===== config.mk =====
export PLATFORM = sky130hd
export DESIGN_NAME = smfd_reduce
export DESIGN_NICKNAME = d
export VERILOG_FILES = /design/src/sv/smfd_pkg.sv /design/src/sv/smfd_reduce.sv
export SDC_FILE = /design/constraint.sdc
export NUM_CORES = 1
export LEC_CHECK = 0
export BUFFER_PORTS_ARGS = -buffer_cell sky130_fd_sc_hd__buf_2
export CELL_PAD_IN_SITES_DETAIL_PLACEMENT = 0
export CELL_PAD_IN_SITES_GLOBAL_PLACEMENT = 1
export CORE_UTILIZATION = 35
export CTS_CLUSTER_DIAMETER = 50
export DETAILED_ROUTE_END_ITERATION = 16
export PLACE_DENSITY_LB_ADDON = 0.1
export SYNTH_ARGS = -nofsm -noshare
export SYNTH_HDL_FRONTEND = slang
export SYNTH_SLANG_ARGS = --single-unit

===== constraint.sdc =====
create_clock -name clk -period 8.8 [get_ports clk]
set_clock_uncertainty 0.2 [all_clocks]
set_input_delay 0.88 -clock clk [delete_from_list [all_inputs] [get_ports clk]]
set_output_delay 0.88 -clock clk [all_outputs]
set_load 0.01 [all_outputs]

===== src/sv/smfd_pkg.sv =====
// ----------------------------------------------------------------------------
// smfd_pkg
// shared types, constants and arithmetic helpers of the stereo delay block
// ----------------------------------------------------------------------------
package smfd_pkg;

    localparam int SAMPLE_BITS   = 24;
    localparam int GAIN_BITS     = 16;
    localparam int GAIN_FRAC     = 14;
    localparam int PROD_BITS     = SAMPLE_BITS + GAIN_BITS;
    localparam int SCALED_BITS   = PROD_BITS - GAIN_FRAC;
    localparam int ACC_BITS      = SCALED_BITS + 2;

    localparam int RL_BITS       = 18;
    localparam int DLY_BITS      = 17;
    localparam int APB_ADDR_BITS = 5;
    localparam int APB_DATA_BITS = 32;

    // lanes of the remainder unit
    localparam int RED_LANES = 3;
    localparam int RED_WI    = 0;
    localparam int RED_T1    = 1;
    localparam int RED_T2    = 2;

    typedef logic signed [SAMPLE_BITS-1:0] sample_t;
    typedef logic signed [GAIN_BITS-1:0]   gain_t;
    typedef logic signed [PROD_BITS-1:0]   prod_t;
    typedef logic signed [SCALED_BITS-1:0] scaled_t;
    typedef logic signed [ACC_BITS-1:0]    acc_t;

    typedef struct packed {
        sample_t left_sample;
        sample_t right_sample;
    } in_word_t;

    typedef struct packed {
        sample_t left_result;
        sample_t right_result;
    } out_word_t;

    // per-item sequencer steps
    typedef enum logic [3:0] {
        S_IDLE,
        S_CLAMP,
        S_RED,
        S_ADDR,
        S_RD0,
        S_RD1,
        S_E1,
        S_MULB,
        S_E2,
        S_MUL3,
        S_SUM
    } state_t;

    // controls from the sequencer to each channel lane
    typedef struct packed {
        logic load_x;
        logic rd_ok0;
        logic rd_ok1;
        logic cap_rb;
        logic cap_t;
        logic mul_b;
        logic cap_e2;
        logic wr_en;
        logic fwd_r;
        logic fwd_b;
        logic fwd_t1;
        logic fwd_t2;
        logic tap1_en;
        logic tap2_en;
    } lane_ctrl_t;

    // q2.14 product scaled back, rounded toward minus infinity
    function automatic scaled_t scale(prod_t p);
        return p[PROD_BITS-1:GAIN_FRAC];
    endfunction

    function automatic sample_t sat_sample(acc_t v);
        logic [ACC_BITS-SAMPLE_BITS:0] hi_bits;
        sample_t r;
        hi_bits = v[ACC_BITS-1:SAMPLE_BITS-1];
        priority if (hi_bits == '0 || hi_bits == '1)
            r = v[SAMPLE_BITS-1:0];
        else if (v[ACC_BITS-1])
            r = {1'b1, {(SAMPLE_BITS-1){1'b0}}};
        else
            r = {1'b0, {(SAMPLE_BITS-1){1'b1}}};
        return r;
    endfunction

endpackage


===== src/sv/smfd_reduce.sv =====
// ----------------------------------------------------------------------------
// smfd_reduce
// bit-serial remainder unit, three dividends against one shared divisor
// ----------------------------------------------------------------------------
module smfd_reduce #(
    parameter int NUM_BITS = 17,
    parameter int DIV_BITS = 18,
    parameter int REM_BITS = 17
) (
    input  logic                                          clk,
    input  logic                                          rst_n,
    input  logic                                          start,
    input  logic [DIV_BITS-1:0]                           divisor,
    input  logic [smfd_pkg::RED_LANES-1:0][NUM_BITS-1:0]  dividend,
    output logic [smfd_pkg::RED_LANES-1:0][REM_BITS-1:0]  remainder,
    output logic                                          done
);

    localparam int CW = $clog2(NUM_BITS + 1);

    logic                                          busy_reg;
    logic                                          done_reg;
    logic [CW-1:0]                                 cnt_reg;
    logic [DIV_BITS-1:0]                           div_reg;
    logic [smfd_pkg::RED_LANES-1:0][NUM_BITS-1:0]  num_reg;
    logic [smfd_pkg::RED_LANES-1:0][DIV_BITS-1:0]  rem_reg;
    logic [smfd_pkg::RED_LANES-1:0][DIV_BITS-1:0]  rem_next;

    // one quotient bit per cycle in each lane
    always_comb
    begin
        for (int i = 0; i < smfd_pkg::RED_LANES; i++)
        begin
            logic [DIV_BITS:0] trial;
            trial = {rem_reg[i], num_reg[i][NUM_BITS-1]};
            if (trial >= {1'b0, div_reg})
                rem_next[i] = DIV_BITS'(trial - {1'b0, div_reg});
            else
                rem_next[i] = trial[DIV_BITS-1:0];
        end
    end

    always_ff @(posedge clk or negedge rst_n)
    begin
        if (!rst_n)
        begin
            busy_reg <= 1'b0;
            done_reg <= 1'b0;
            cnt_reg  <= '0;
        end
        else if (start)
        begin
            busy_reg <= 1'b1;
            done_reg <= 1'b0;
            cnt_reg  <= CW'(NUM_BITS);
        end
        else if (busy_reg)
        begin
            cnt_reg <= cnt_reg - 1'b1;
            if (cnt_reg == CW'(1))
            begin
                busy_reg <= 1'b0;
                done_reg <= 1'b1;
            end
        end
        else
        begin
            done_reg <= 1'b0;
        end
    end

    always_ff @(posedge clk)
    begin
        if (start)
        begin
            div_reg <= divisor;
            num_reg <= dividend;
            rem_reg <= '0;
        end
        else if (busy_reg)
        begin
            rem_reg <= rem_next;
            for (int i = 0; i < smfd_pkg::RED_LANES; i++)
                num_reg[i] <= {num_reg[i][NUM_BITS-2:0], 1'b0};
        end
    end

    always_comb
    begin
        for (int i = 0; i < smfd_pkg::RED_LANES; i++)
            remainder[i] = rem_reg[i][REM_BITS-1:0];
    end

    assign done = done_reg;

endmodule


Yosys cells after proc, flatten, opt, wreduce, memory -nomap -nowiden
Index checks and enable logic that the tools add are counted.
Word-level totals
  register bits: 130
  word-level logic and storage cells: 33
Operators by class
  add/sub/neg operators: 4
  magnitude comparators: 3
  equality and inequality tests: 2
  multiplexer cells: 13
  reductions and logical operators: 1
Operator list (number)
  2-to-1 mux 51 bit: 2
  >= comparator 19 x 18 -> 1 bit: 3
  2-to-1 mux 18 bit: 3
  subtractor 18 bit: 3
  2-to-1 mux 5 bit: 2
  2-to-1 mux 1 bit: 6
  equality test 5 x 1 -> 1 bit (second input constant): 1
  subtractor 5 x 1 -> 5 bit (second input constant): 1
  inequality test 3 x 2 -> 1 bit (second input constant): 1
  nonzero test 2 bit: 1

Depth between registers and ports, before layout
  depth in word-level cells: 4
  gate-level depth with buffers: 12
  gate-level depth less buffers: 11

Worst setup path after synthesis
No wires, ideal clock.
  path kind: in2reg
  start: in start
  end: reg num_reg[0] in the netlist's numbering, enable pin
  library setup time: 0.406 ns
  arrival time: 2.371 ns
  data required time: 8.194 ns
  path slack: 5.823 ns
  cell stages on the path: 4
  cell sequence: clkbuf_1 nor2_1 clkbuf_1 inv_1
On the way
  longest elaborated chain between the ends: 1
RTL lines
  from (decl): line smfd_reduce.sv:12  | input logic start,
  nonzero test 2 bit (no line)
  to (signal assigned): line smfd_reduce.sv:77  | num_reg <= dividend;
  to (signal, indexed assignment): line smfd_reduce.sv:84  | num_reg[i] <= {num_reg[i][NUM_BITS-2:0], 1'b0};
  to (decl): line smfd_reduce.sv:25  | logic [smfd_pkg::RED_LANES-1:0][NUM_BITS-1:0] num_reg;
No other way between the ends.
A chain may end at the register's enable or synchronous reset.

Worst setup path after layout
  start: reg div_reg[1]
  end: reg rem_reg, in the netlist remainder[0]
On the way
  longest elaborated chain between the ends: 2
RTL lines
  from (decl): line smfd_reduce.sv:24  | logic [DIV_BITS-1:0] div_reg;
  from (signal assigned): line smfd_reduce.sv:76  | div_reg <= divisor;
  >= comparator 19 x 18 -> 1 bit: line smfd_reduce.sv:36  | if (trial >= {1'b0, div_reg})
  2-to-1 mux 18 bit: line smfd_reduce.sv:36
  to (signal assigned): line smfd_reduce.sv:82  | rem_reg <= rem_next;
  to (decl): line smfd_reduce.sv:26  | logic [smfd_pkg::RED_LANES-1:0][DIV_BITS-1:0] rem_reg;
No other way between the ends.

==> results.ini <==
[yosys]
synth_edf_count = 69
synth_top_area_share_pct = 24.7
postSynthCellCount = 823
synth_area_sq_mm = 0.00838
synth_cell_types = 72
synthTopCellsByArea = edfxtp_1, dfxtp_1, ha_1
ys_seq_area_share_pct = 39.7
yosys_warnings = 0
yosys.area.top_type = edfxtp_1
synthFlopType = edfxtp_1
syn_avg_cell_area_sq_um = 10.2
syn-num-nets = 954
ys_ff_latch = 130
async_flop_share_pct = 5.38

[finish]
fillers = 2362
fin_nets = 1021
syn_to_final_growth_pct = 13.1
antenna_cells = 0
design_area_sq_mm = 0.00948
final_util_pct = 40.4
layout-drive-gt1-share_pct = 25.0

[worst_setup_path]
crit_buf_inv = 2
cp_slowest_stage_delay_ps = 640
critical-path-top-delay-family = compound AO/OA/AOI/OAI gates
cp-start-kind = flip-flop
required_ps = 8930
critPathCaptureType = flip-flop
crit_arrival_ps = 3930
crit_chain = inv_1, ha_1, nor2b_1, o31a_1, o31a_1, o211ai_2, o21ai_2, o21ai_2, buf_4, mux2_2, a211oi_1
worst-path-max-fanout = 11
slowest_stage = o21ai_2
crit_type = reg -> reg

[timing]
max_freq_ghz = 0.263
drv_slew = 0
slew_headroom_pct = 30.7
fin_crit_sh_pct = 43.2
finalSetupTns_ps = 0
rsz0062_at_grt = false
finalSetupViolations = 0
worst_pin_slew_ps = 1040
fin_crit_ps = 3800
hold_violations = 0

[detailed_routing]
ant_nets = 0
first_pass_iters = 5
wirelength_um = 21000
post-route-drc-count = 0
wl_per_cell_um = 17.2
vias_per_cell = 5.04
vias = 6162
drt_iter0_markers = 283

[cts]
cts_tree = done
clk-insertion-delay-late_ps = 420
cts-htree-levels = 4
cts_root_buf = clkbuf_16
path_clk_slew_ps = 70
cts_setup_buffers = 0
cts_buffers = 17
ctsHoldBuffers = 0
cts.path.max_buffers = 2
cts.sinks = 130
cts.repair.resized = 0

[power]
combPwrFrac_pct = 43.9
pwr-share-seq_pct = 32.1
powerDensity_mw_per_mm2 = 311
peakVddDrop_mv = 0.121
pwr-share-clk_pct = 23.9
swShare_pct = 39.2
intPower_w = 0.00180
p_sw_w = 0.00116
p_leak_nw = 4.21

[hold_path]
min_path_type = in -> async

[placement]
dpl-instance-area_sq_mm = 0.00891
portBuffers = 123
gp_routability_congestion = 0.804
dp_hpwl_um = 15300

[global_routing]
grt_util_all_layers_pct = 17.9
grt_overflow_total = 0
grt_pass1_vias = 6103
antenna_found_initial = 0
grt_pass1_wl_um = 33700
grt_start_max_net_pins = 79

[floorplanning]
die_w_um = 157
die_y_um = 157
die_area_sq_mm = 0.0246
num_rows = 56
core_area_sq_mm = 0.0235
start_util_pct = 35.7
top_level_ports = 124

[run]
drv_cap = 0

[status]
status = complete, no violations

-- Yosys cell counts (4+ instances only) --
cell	number
and4_1	4
xnor2_1	28
nor3_1	14
xor2_1	17
clkbuf_1	22
o21ai_1	6
o211ai_1	4
ha_1	56
o21ai_0	35
a31oi_1	7
a211oi_1	33
and2_1	9
nand2b_1	13
buf_4	53
inv_1	39
nor2b_1	11
o21a_1	9
dfrtp_1	7
nor2_1	65
mux2i_1	43
or3_1	4
mux2_2	50
nand2_1	36
nand3_1	9
edfxtp_1	69
dfxtp_1	54
nand4_1	6
a21o_1	21
a21oi_1	31
-- final cells by class --
type	instances	area [sq um]	share of cell area, %
tap	319	399	4.21
inverter	39	146	1.54
sequential	130	3330	35.1
clock buffer	18	429	4.53
multi-input combinational	574	4380	46.2
clock inverter	14	143	1.50
timing repair buffer	128	656	6.91
-- cells by family after synthesis --
logic type,synth area share (%)
compound gates,15.4
simple gates,11.2
flops,39.7
buf+inv,8.07
mux,11.8
fa+ha+maj,9.07
xor+xnor,4.70
-- power groups by stage --
stage	sequential, W	clock, W	combinational (W)
after floorplan	0.000911	0	0.00111
after global placement	0.000960	0	0.00129
after detailed placement	0.000963	0	0.00129
after CTS	0.000953	0.000726	0.00130
after global routing	0.000975	0.000751	0.00145
final	0.000949	0.000706	0.00130
-- placed cells by master (no fill, tap or decap), types with 31 or more instances in the layout --
cell / Yosys / layout
mux2_2: 50 / 50
dfxtp_1: 54 / 54
nor2_1: 65 / 65
o21ai_0: 35 / 35
a21oi_1: 31 / 31
mux2i_1: 43 / 43
a211oi_1: 33 / 33
inv_1: 39 / 38
nand2_1: 36 / 36
buf_2: 0 / 122
edfxtp_1: 69 / 69
ha_1: 56 / 56
-- metrics by stage --
stage	cells	power (W)	hold WS, ps	worst slack (ps)
after floorplan	823	0.00202	258	5820
after global placement	1190	0.00225	274	5050
after detailed placement	1190	0.00226	290	4950
after CTS	1222	0.00298	57.8	4930
after global routing	1222	0.00318	72.7	4640
final	1222	0.00295	81.0	5000
-- worst paths after layout --
path | startpoint | to | depth (start not counted) | slack, ps
setup / recovery | div_reg[1]$_DFFE_PP_ | remainder[0]$_SDFFE_PP0P_ | 11 | 5000
hold / removal | rst_n | done$_DFFE_PN0P_ | 1 | 80
setup reg to reg | div_reg[1]$_DFFE_PP_ | remainder[0]$_SDFFE_PP0P_ | 11 | 5000
hold reg to reg | remainder[36]$_SDFFE_PP0P_ | remainder[36]$_SDFFE_PP0P_ | 2 | 290
max in group asynchronous | rst_n | busy_reg$_DFF_PN0_ | 1 | 8140
min in group clk | remainder[36]$_SDFFE_PP0P_ | remainder[36]$_SDFFE_PP0P_ | 2 | 290
-- layer usage --
metal / GRT usage [%] / up-vias / share of wire [%]
li1: - / 3095 / -
met1: 23.4 / 2932 / 47
met2: 28.8 / 120 / 46
met3: 5.10 / 15 / 5.8
met4: 4.62 / 0 / 1.1
met5: 0 / - / 0
Power figures use the tool's default switching activity.
